File: src/design/quadratic_probe_hash_table_defines.svh
// ----------------------------------------------------------------------------
// quadratic probe hash table assertion macros
// shared concurrent check forms, clocked on clk and held off during rst
// ----------------------------------------------------------------------------
`ifndef QUADRATIC_PROBE_HASH_TABLE_DEFINES_SVH
`define QUADRATIC_PROBE_HASH_TABLE_DEFINES_SVH

// consequent must hold in the same cycle as the antecedent
`define QPHT_ASSERT_NOW(label, ante, cons, msg) \
  label: assert property (@(posedge clk) disable iff (rst) (ante) |-> (cons)) \
    else $error(msg);

// consequent must hold in the cycle after the antecedent
`define QPHT_ASSERT_NEXT(label, ante, cons, msg) \
  label: assert property (@(posedge clk) disable iff (rst) (ante) |=> (cons)) \
    else $error(msg);

`endif

File: src/design/qpht_pkg.sv
// ----------------------------------------------------------------------------
// qpht_pkg
// widths, codes and defaults shared by the hash table modules
// ----------------------------------------------------------------------------
`timescale 1ns / 1ps

package qpht_pkg;

  localparam int unsigned KEY_W          = 31;
  localparam int unsigned OP_W           = 2;
  localparam int unsigned STATUS_W       = 3;
  localparam int unsigned SLOT_W         = 4;
  localparam int unsigned SST_W          = 2;
  localparam int unsigned DIGIT_W        = 4;
  localparam int unsigned TABLE_SIZE_DEF = 16;

  // request kinds; the unused code behaves as a search
  typedef enum logic [OP_W-1:0] {
    OP_INSERT = 2'd0,
    OP_DELETE = 2'd1,
    OP_SEARCH = 2'd2
  } op_t;

  typedef enum logic [STATUS_W-1:0] {
    STS_INSERTED    = 3'd0,
    STS_FULL        = 3'd1,
    STS_DELETED     = 3'd2,
    STS_DELETE_MISS = 3'd3,
    STS_FOUND       = 3'd4,
    STS_SEARCH_MISS = 3'd5
  } status_t;

  typedef enum logic [SST_W-1:0] {
    SST_EMPTY   = 2'd0,
    SST_USED    = 2'd1,
    SST_DELETED = 2'd2
  } slot_state_t;

endpackage

File: src/design/qpht_if.sv
// ----------------------------------------------------------------------------
// qpht request and response channels
// valid/ready channels carrying one request or one result per transfer
// ----------------------------------------------------------------------------
`timescale 1ns / 1ps

interface qpht_req_if;
  import qpht_pkg::*;

  logic             valid;
  logic             ready;
  logic [OP_W-1:0]  op;
  logic [KEY_W-1:0] key;

  modport source (output valid, output op, output key, input ready);
  modport sink (input valid, input op, input key, output ready);
endinterface

interface qpht_rsp_if;
  import qpht_pkg::*;

  logic                valid;
  logic                ready;
  logic [STATUS_W-1:0] status;
  logic [SLOT_W-1:0]   slot;

  modport source (output valid, output status, output slot, input ready);
  modport sink (input valid, input status, input slot, output ready);
endinterface

File: src/design/qpht_mod.sv
// ----------------------------------------------------------------------------
// qpht_mod
// key modulo table size, four key bits per cycle, most significant first
// ----------------------------------------------------------------------------
`timescale 1ns / 1ps

module qpht_mod #(
  parameter int unsigned MODULUS = qpht_pkg::TABLE_SIZE_DEF
) (
  input  logic                       clk,
  input  logic                       rst,
  input  logic                       start,
  input  logic [qpht_pkg::KEY_W-1:0] key,
  output logic                       done,
  output logic [$clog2(MODULUS)-1:0] rem
);
  import qpht_pkg::*;

  localparam int unsigned AW     = $clog2(MODULUS);
  localparam int unsigned RW     = AW + 1;
  localparam int unsigned DIGITS = (KEY_W + DIGIT_W - 1) / DIGIT_W;
  localparam int unsigned PAD_W  = DIGITS * DIGIT_W;
  localparam int unsigned CW     = $clog2(DIGITS + 1);

  logic [PAD_W-1:0] shifter;
  logic [AW-1:0]    rem_q;
  logic [CW-1:0]    cnt;
  logic             busy;
  logic [RW-1:0]    acc;

  // fold one digit into the running remainder
  always_comb begin
    acc = {1'b0, rem_q};
    for (int b = 0; b < DIGIT_W; b++) begin
      acc = {acc[RW-2:0], shifter[PAD_W-1-b]};
      if (acc >= RW'(MODULUS)) begin
        acc = acc - RW'(MODULUS);
      end
    end
  end

  // digit sequencer
  always_ff @(posedge clk) begin
    if (rst) begin
      busy <= 1'b0;
      done <= 1'b0;
      cnt  <= '0;
    end else begin
      done <= 1'b0;
      if (start) begin
        busy <= 1'b1;
        cnt  <= CW'(DIGITS);
      end else if (busy) begin
        cnt <= cnt - CW'(1);
        if (cnt == CW'(1)) begin
          busy <= 1'b0;
          done <= 1'b1;
        end
      end
    end
  end

  // remainder and key shifter
  always_ff @(posedge clk) begin
    if (start) begin
      rem_q   <= '0;
      shifter <= PAD_W'(key);
    end else if (busy) begin
      rem_q   <= acc[AW-1:0];
      shifter <= shifter << DIGIT_W;
    end
  end

  assign rem = rem_q;

endmodule

File: src/design/qpht_mem.sv
// ----------------------------------------------------------------------------
// qpht_mem
// slot memory, one write and one registered read port
// ----------------------------------------------------------------------------
`timescale 1ns / 1ps

module qpht_mem #(
  parameter int unsigned DEPTH = qpht_pkg::TABLE_SIZE_DEF,
  parameter int unsigned WIDTH = qpht_pkg::KEY_W + qpht_pkg::SST_W
) (
  input  logic                     clk,
  input  logic                     we,
  input  logic [$clog2(DEPTH)-1:0] waddr,
  input  logic [WIDTH-1:0]         wdata,
  input  logic [$clog2(DEPTH)-1:0] raddr,
  output logic [WIDTH-1:0]         rdata
);

  logic [WIDTH-1:0] mem [DEPTH];

  // write port
  always_ff @(posedge clk) begin
    if (we) begin
      mem[waddr] <= wdata;
    end
  end

  // registered read port
  always_ff @(posedge clk) begin
    rdata <= mem[raddr];
  end

endmodule

File: src/design/quadratic_probe_hash_table.sv
// ----------------------------------------------------------------------------
// quadratic_probe_hash_table
// open-addressing hash table, quadratic probing, one result per request
// ----------------------------------------------------------------------------
// throughput: one request at a time; the home slot comes from the modulo unit
//   and each probe takes one read of the slot memory port
// reset: a clearing pass marks every slot empty; no request is taken until
//   it ends
`timescale 1ns / 1ps
`include "quadratic_probe_hash_table_defines.svh"

module quadratic_probe_hash_table #(
  parameter int unsigned TABLE_SIZE = qpht_pkg::TABLE_SIZE_DEF
) (
  input logic       clk,
  input logic       rst,
  qpht_req_if.sink   req,
  qpht_rsp_if.source rsp
);
  import qpht_pkg::*;

  localparam int unsigned AW = $clog2(TABLE_SIZE);
  localparam int unsigned RW = AW + 1;
  localparam int unsigned MW = KEY_W + SST_W;

  typedef enum logic [4:0] {
    S_CLEAR  = 5'b00001,
    S_IDLE   = 5'b00010,
    S_MOD    = 5'b00100,
    S_PROBE  = 5'b01000,
    S_FINISH = 5'b10000
  } fsm_t;

  fsm_t             fsm;
  logic [AW-1:0]    clr_addr;
  logic [OP_W-1:0]  op_q;
  logic [KEY_W-1:0] key_q;

  // probe sequence
  logic [AW-1:0] home;
  logic [AW-1:0] sq;
  logic [AW-1:0] delta;
  logic [AW-1:0] i_issue;
  logic          issue_on;
  logic          rd_valid;
  logic          rd_last;
  logic [AW-1:0] rd_idx;

  // pending result
  status_t       fin_status;
  logic [AW-1:0] fin_idx;
  logic          fin_we;
  logic [MW-1:0] fin_wdata;

  // response register
  logic                rsp_valid;
  logic [STATUS_W-1:0] rsp_status;
  logic [SLOT_W-1:0]   rsp_slot;

  logic          mod_start;
  logic          mod_done;
  logic [AW-1:0] mod_rem;

  logic          mem_we;
  logic [AW-1:0] mem_waddr;
  logic [MW-1:0] mem_wdata;
  logic [AW-1:0] addr;
  logic [MW-1:0] rdata;

  logic [RW-1:0] addr_sum;
  logic [RW-1:0] sq_sum;
  logic [RW-1:0] delta_sum;
  logic [AW-1:0] sq_next;
  logic [AW-1:0] delta_next;

  logic [SST_W-1:0] rd_state;
  logic [KEY_W-1:0] rd_key;
  logic             is_insert;
  logic             is_delete;
  logic             hit;
  logic             stop;
  logic             out_free;

  assign req.ready  = (fsm == S_IDLE);
  assign mod_start  = req.valid && req.ready;
  assign out_free   = !rsp_valid || rsp.ready;
  assign rsp.valid  = rsp_valid;
  assign rsp.status = rsp_status;
  assign rsp.slot   = rsp_slot;

  qpht_mod #(
    .MODULUS(TABLE_SIZE)
  ) u_mod (
    .clk  (clk),
    .rst  (rst),
    .start(mod_start),
    .key  (req.key),
    .done (mod_done),
    .rem  (mod_rem)
  );

  qpht_mem #(
    .DEPTH(TABLE_SIZE),
    .WIDTH(MW)
  ) u_mem (
    .clk  (clk),
    .we   (mem_we),
    .waddr(mem_waddr),
    .wdata(mem_wdata),
    .raddr(addr),
    .rdata(rdata)
  );

  // probe address, next square and next step, each reduced by one compare and subtract
  always_comb begin
    addr_sum  = {1'b0, home} + {1'b0, sq};
    sq_sum    = {1'b0, sq} + {1'b0, delta};
    delta_sum = {1'b0, delta} + RW'(2);
    if (addr_sum >= RW'(TABLE_SIZE)) begin
      addr_sum = addr_sum - RW'(TABLE_SIZE);
    end
    if (sq_sum >= RW'(TABLE_SIZE)) begin
      sq_sum = sq_sum - RW'(TABLE_SIZE);
    end
    if (delta_sum >= RW'(TABLE_SIZE)) begin
      delta_sum = delta_sum - RW'(TABLE_SIZE);
    end
    addr       = addr_sum[AW-1:0];
    sq_next    = sq_sum[AW-1:0];
    delta_next = delta_sum[AW-1:0];
  end

  // examine the slot that came back from memory
  always_comb begin
    rd_state  = rdata[KEY_W +: SST_W];
    rd_key    = rdata[KEY_W-1:0];
    is_insert = (op_q == OP_INSERT);
    is_delete = (op_q == OP_DELETE);
    if (is_insert) begin
      hit  = (rd_state != SST_USED);
      stop = hit;
    end else begin
      hit  = (rd_state == SST_USED) && (rd_key == key_q);
      stop = hit || (rd_state == SST_EMPTY);
    end
  end

  // memory write: clearing pass or the final update of a request
  always_comb begin
    if (fsm == S_CLEAR) begin
      mem_we    = 1'b1;
      mem_waddr = clr_addr;
      mem_wdata = {SST_EMPTY, {KEY_W{1'b0}}};
    end else begin
      mem_we    = (fsm == S_FINISH) && out_free && fin_we;
      mem_waddr = fin_idx;
      mem_wdata = fin_wdata;
    end
  end

  // control sequencer
  always_ff @(posedge clk) begin
    if (rst) begin
      fsm       <= S_CLEAR;
      clr_addr  <= '0;
      issue_on  <= 1'b0;
      rd_valid  <= 1'b0;
      rsp_valid <= 1'b0;
    end else begin
      // load a finished result, or drop the held one after its transfer
      if (fsm == S_FINISH && out_free) begin
        rsp_valid <= 1'b1;
      end else if (rsp_valid && rsp.ready) begin
        rsp_valid <= 1'b0;
      end
      unique case (fsm)
        S_CLEAR: begin
          clr_addr <= clr_addr + AW'(1);
          if (clr_addr == AW'(TABLE_SIZE - 1)) begin
            fsm <= S_IDLE;
          end
        end
        S_IDLE: begin
          if (mod_start) begin
            fsm <= S_MOD;
          end
        end
        S_MOD: begin
          if (mod_done) begin
            fsm      <= S_PROBE;
            issue_on <= 1'b1;
            rd_valid <= 1'b0;
          end
        end
        S_PROBE: begin
          if (rd_valid && (stop || rd_last)) begin
            fsm      <= S_FINISH;
            issue_on <= 1'b0;
            rd_valid <= 1'b0;
          end else begin
            rd_valid <= issue_on;
            if (issue_on && (i_issue == AW'(TABLE_SIZE - 1))) begin
              issue_on <= 1'b0;
            end
          end
        end
        S_FINISH: begin
          if (out_free) begin
            fsm <= S_IDLE;
          end
        end
        default: begin
          fsm <= S_IDLE;
        end
      endcase
    end
  end

  // request capture, probe counters and result staging
  always_ff @(posedge clk) begin
    if (mod_start) begin
      op_q  <= req.op;
      key_q <= req.key;
    end
    if (fsm == S_MOD && mod_done) begin
      home    <= mod_rem;
      sq      <= '0;
      delta   <= AW'(1);
      i_issue <= '0;
    end
    if (fsm == S_PROBE && issue_on) begin
      rd_idx  <= addr;
      rd_last <= (i_issue == AW'(TABLE_SIZE - 1));
      i_issue <= i_issue + AW'(1);
      sq      <= sq_next;
      delta   <= delta_next;
    end
    if (fsm == S_PROBE && rd_valid && (stop || rd_last)) begin
      if (hit) begin
        fin_idx <= rd_idx;
        fin_we  <= is_insert || is_delete;
        if (is_insert) begin
          fin_status <= STS_INSERTED;
          fin_wdata  <= {SST_USED, key_q};
        end else if (is_delete) begin
          fin_status <= STS_DELETED;
          fin_wdata  <= {SST_DELETED, rd_key};
        end else begin
          fin_status <= STS_FOUND;
          fin_wdata  <= rdata;
        end
      end else begin
        fin_idx   <= '0;
        fin_we    <= 1'b0;
        fin_wdata <= rdata;
        if (is_insert) begin
          fin_status <= STS_FULL;
        end else if (is_delete) begin
          fin_status <= STS_DELETE_MISS;
        end else begin
          fin_status <= STS_SEARCH_MISS;
        end
      end
    end
    if (fsm == S_FINISH && out_free) begin
      rsp_status <= fin_status;
      rsp_slot   <= SLOT_W'(fin_idx);
    end
  end

  // checks
  `QPHT_ASSERT_NOW(a_write_phase, mem_we, (fsm == S_CLEAR) || (fsm == S_FINISH), "stray write")
  `QPHT_ASSERT_NEXT(a_finish_result, (fsm == S_FINISH) && out_free, rsp.valid, "no result")
  `QPHT_ASSERT_NEXT(a_accept_mod, req.valid && req.ready, fsm == S_MOD, "modulo not started")
  `QPHT_ASSERT_NOW(a_no_probe_read_stale, rd_valid, fsm == S_PROBE, "read data outside probing")

endmodule
File: src/flat_wrapper.sv
// flat-port wrapper written by rule: the top's interface ports become plain ports
module quadratic_probe_hash_table_flat import qpht_pkg::*;
#(
  parameter int unsigned TABLE_SIZE = qpht_pkg::TABLE_SIZE_DEF
)
  (clk, rst, req_valid, req_op, req_key, req_ready, rsp_valid, rsp_status, rsp_slot, rsp_ready);
  qpht_req_if req_i ();
  qpht_rsp_if rsp_i ();
  input logic clk;
  input logic rst;
  input wire logic [$bits(req_i.valid)-1:0] req_valid;
  input wire logic [$bits(req_i.op)-1:0] req_op;
  input wire logic [$bits(req_i.key)-1:0] req_key;
  output wire logic [$bits(req_i.ready)-1:0] req_ready;
  output wire logic [$bits(rsp_i.valid)-1:0] rsp_valid;
  output wire logic [$bits(rsp_i.status)-1:0] rsp_status;
  output wire logic [$bits(rsp_i.slot)-1:0] rsp_slot;
  input wire logic [$bits(rsp_i.ready)-1:0] rsp_ready;
  assign req_i.valid = req_valid;
  assign req_i.op = req_op;
  assign req_i.key = req_key;
  assign req_ready = req_i.ready;
  assign rsp_valid = rsp_i.valid;
  assign rsp_status = rsp_i.status;
  assign rsp_slot = rsp_i.slot;
  assign rsp_i.ready = rsp_ready;
  quadratic_probe_hash_table #(.TABLE_SIZE(TABLE_SIZE)) u_core (.clk(clk), .rst(rst), .req(req_i), .rsp(rsp_i));
endmodule
File: config.mk
export PLATFORM = sky130hd
export DESIGN_NAME = quadratic_probe_hash_table_flat
export DESIGN_NICKNAME = d
export VERILOG_FILES = /design/src/design/qpht_pkg.sv /design/src/design/qpht_if.sv /design/src/design/qpht_mod.sv /design/src/design/qpht_mem.sv /design/src/design/quadratic_probe_hash_table.sv /design/src/flat_wrapper.sv
export VERILOG_INCLUDE_DIRS = /design/src /design/src/design
export SDC_FILE = /design/constraint.sdc
export NUM_CORES = 1
export LEC_CHECK = 0
export BUFFER_PORTS_ARGS = -buffer_cell sky130_fd_sc_hd__buf_2
export CORE_AREA = 2 2 199 250
export CTS_CLUSTER_DIAMETER = 120
export DETAILED_ROUTE_END_ITERATION = 10
export DIE_AREA = 0 0 201 252
export HOLD_SLACK_MARGIN = 0.05
export PLACE_DENSITY = 0.74
export SKIP_CTS_REPAIR_TIMING = 1
export SYNTH_ARGS = -nofsm -noshare
export SYNTH_HDL_FRONTEND = slang
export SYNTH_SLANG_ARGS = --single-unit
File: constraint.sdc
create_clock -name clk -period 9 [get_ports clk]
set_clock_uncertainty 0.15 [all_clocks]
set_input_delay 1.8 -clock clk [delete_from_list [all_inputs] [get_ports clk]]
set_output_delay 1.8 -clock clk [all_outputs]
set_load 0.005 [all_outputs]
==> flow_summary.json <==
{
  "status": "complete, no violations",
  "antenna_found_initial": 0,
  "fp.coreArea_um2": 48100,
  "kind_of_launch_point_of_the_worst_setup_path": "flop",
  "die_footprint_um2": 50700,
  "grt_use_total": 0.241,
  "num_vias": 13900,
  "ys_top_cells_by_area": "edfxtp_1 (72%), mux4_2 (11%), dfxtp_1 (4.1%)",
  "postSynthAreaPerCell_um2": 18.3,
  "type_of_destination_of_the_critical_path": "flop",
  "areaGrowthSynthToFinish_pct": 12.1,
  "number_of_enable_flip_flop_cells_after_synthesis": 660,
  "netlist-cell-type-count": 51,
  "fmax_mhz": 250,
  "min_period_ns": 4.00,
  "worst_r2r_start": "u_core.key_q[10]",
  "timing.slew.headroom": 0.292,
  "detailed_place_hpwl_um": 33400,
  "detailedRoute.firstIterationViolations": 1413,
  "synth_top_cell_by_area": "edfxtp_1",
  "post_synth_inst_count": 1513,
  "wl_um": 59600,
  "io_buffer_count": 45,
  "timing.critical_path.required_ns": 9.05,
  "die_height_um": 252,
  "grt_setup_unrepaired": "no",
  "clk_root_buffer_cell": "clkbuf_16",
  "drcViolationCount": 0,
  "final_net_count": 1637,
  "setup_viol": 0,
  "timing.max_cap.violations": 0,
  "clkLatencyLatePin_ns": 0.59,
  "slew_violations": 0,
  "cts_htree_levels": 3,
  "grt_max_degree": 68,
  "mappedNetlistNets": 1562,
  "worst_pin_slew_ns": 1.06,
  "final.period_utilization": 0.445,
  "proportion_of_synthesized_chip_area_in_sequential_cells": 0.757,
  "power_density_nw_per_um2": 233,
  "worst_case_setup_margin_in_the_final_layout_ns": 5.00,
  "worstHoldPathType": "reg2reg",
  "drt.antenna.violating_nets": 0,
  "synthesis.yosys.warnings": 0,
  "proportion_of_layout_cells_with_a_drive_suffix_above_1": 0.202,
  "power.leakage_nw": 10.4,
  "post_drt_wl_per_cell_um": 26.1,
  "floorplan.die.width_um": 201,
  "fin_total_pwr_w": 0.00723,
  "critical_path_arrival_ns": 4.05,
  "yosys_register_bits": 716,
  "cts.path.max_buffers": 3,
  "cts_num_sinks": 716,
  "tns_ns": 0,
  "synth_area_um2": 27700,
  "synth_commonest_cells": "edfxtp_1 (660), nand2_1 (186), mux4_2 (132)",
  "hold_violations": 0,
  "cts_tree": "yes",
  "avgViaCountPerCell": 6.07,
  "grt_pass1_vias": 14300,
  "numPlacedInstances": 2162,
  "hp-start": "u_core.fin_status[0]",
  "design.portCount": 46,
  "finalHoldWorstSlack_ns": 0.277,
  "grt_first_pass_wirelength_um": 89700,
  "synthFlopType": "edfxtp_1",
  "worst_setup_timing_slack_at_the_placement_stage_ns": 4.51,
  "timing.critical_path.from": "u_core.key_q[10]",
  "place_congestion": 0.780,
  "placementRows": 90,
  "grt_remaining_overflow": 0,
  "drt_first_pass_iters": 5,
  "cts.reportedPaths.clkPinSlew_ns": 0.06,
  "timing.critical_path.fanout_max": 32,
  "initial_utilization": 0.575,
  "r2r_setup_slack_ns": 5.00,
  "antenna_cells_inserted": 0,
  "yosys.area.top_type_share": 0.716,
  "yosysMostFrequentCell": "edfxtp_1",
  "setup.worst_path.class": "reg2reg",
  "clock_buffer_count_from_cts": 68,
  "vdd_drop_max_mv": 0.135,
  "final_cells": 2286,
  "ys_async_sr_fraction": 0
}
[cells in the final DEF, fill, tap and decap left out, types with 36 or more instances in the layout]
cell type  count
edfxtp_1     660
nand2_1      186
mux4_2       132
clkbuf_16     71
dfxtp_1       56
nor2_1        48
buf_2         45
a21oi_1       44
mux2i_1       38
and2_1        38
nor2b_1       36
[stage by stage]
step / utilization / cell area [um^2]
finish: 0.645 / 31000
global route: 0.645 / 31000
floorplan: - / 27700
detailed placement: 0.599 / 28800
global placement: 0.599 / 28800
CTS: 0.645 / 31000
[sequential cells by signal, indices dropped and copies added, names as in the netlist, 3 cells and up]
signal,flops
u_core.fin_idx,4
u_core.rsp.slot,4
u_core.rsp.status,3
u_core.u_mem.mem,528
u_core.rd_idx,4
u_core.u_mod.rem,4
u_core.sq,4
u_core.home,4
u_core.key_q,31
u_core.u_mem.rdata,33
u_core.delta,3
u_core.u_mod.cnt,4
u_core.fin_wdata,33
u_core.i_issue,4
u_core.u_mod.shifter,32
u_core.clr_addr,4
u_core.fin_status,3
u_core.fsm,5
[critical path, stage by stage (launching register included)]
cell and delay [ns]:
edfxtp_1 0.40, xor2_1 0.27, nor4_1 0.56, nand4_1 0.23
o31ai_2 0.69, inv_1 0.23, a21oi_4 0.50, buf_4 0.57
[metal layers]
metal	track usage	part of all wire	up-vias
met5	0	0	-
met4	0.0957	0.035	0
met3	0.0335	0.057	100
met2	0.409	0.51	491
met1	0.320	0.40	7247
li1	-	-	6036
[final timing paths]
kind,end,cells after the start
setup reg to reg,u_core.fin_wdata[14],7
hold / removal,u_core.rsp.status[0],0
hold reg to reg,u_core.rsp.status[0],0
setup / recovery,u_core.fin_wdata[14],7
[final cells by class]
cell class / count / area [um^2]
clock buffer: 92 / 1890
clock inverter: 32 / 335
fill: 3195 / 17100
inverter: 16 / 60.1
multi-input combinational: 711 / 6540
sequential: 716 / 20900
tap: 644 / 806
timing repair buffer: 75 / 450
[where the power goes]
| group | switching (W) | total [W] | internal, W |
|---|---|---|---|
| clock | 0.00119 | 0.00284 | 0.00165 |
| combinational | 0.000308 | 0.000426 | 0.000117 |
| sequential | 0.0000568 | 0.00396 | 0.00390 |
[logic make-up after synthesis]
logic type,Yosys count,synth area share
buffers and inverters,86,0.0134
XOR/XNOR,46,0.0148
multiplexers,170,0.121
flip-flops,716,0.757
AND/OR/NAND/NOR,378,0.0632
adder cells (fa/ha/maj),12,0.00597
AO/OA/AOI/OAI,105,0.0247
No activity file was read; power rests on OpenSTA's default activity.
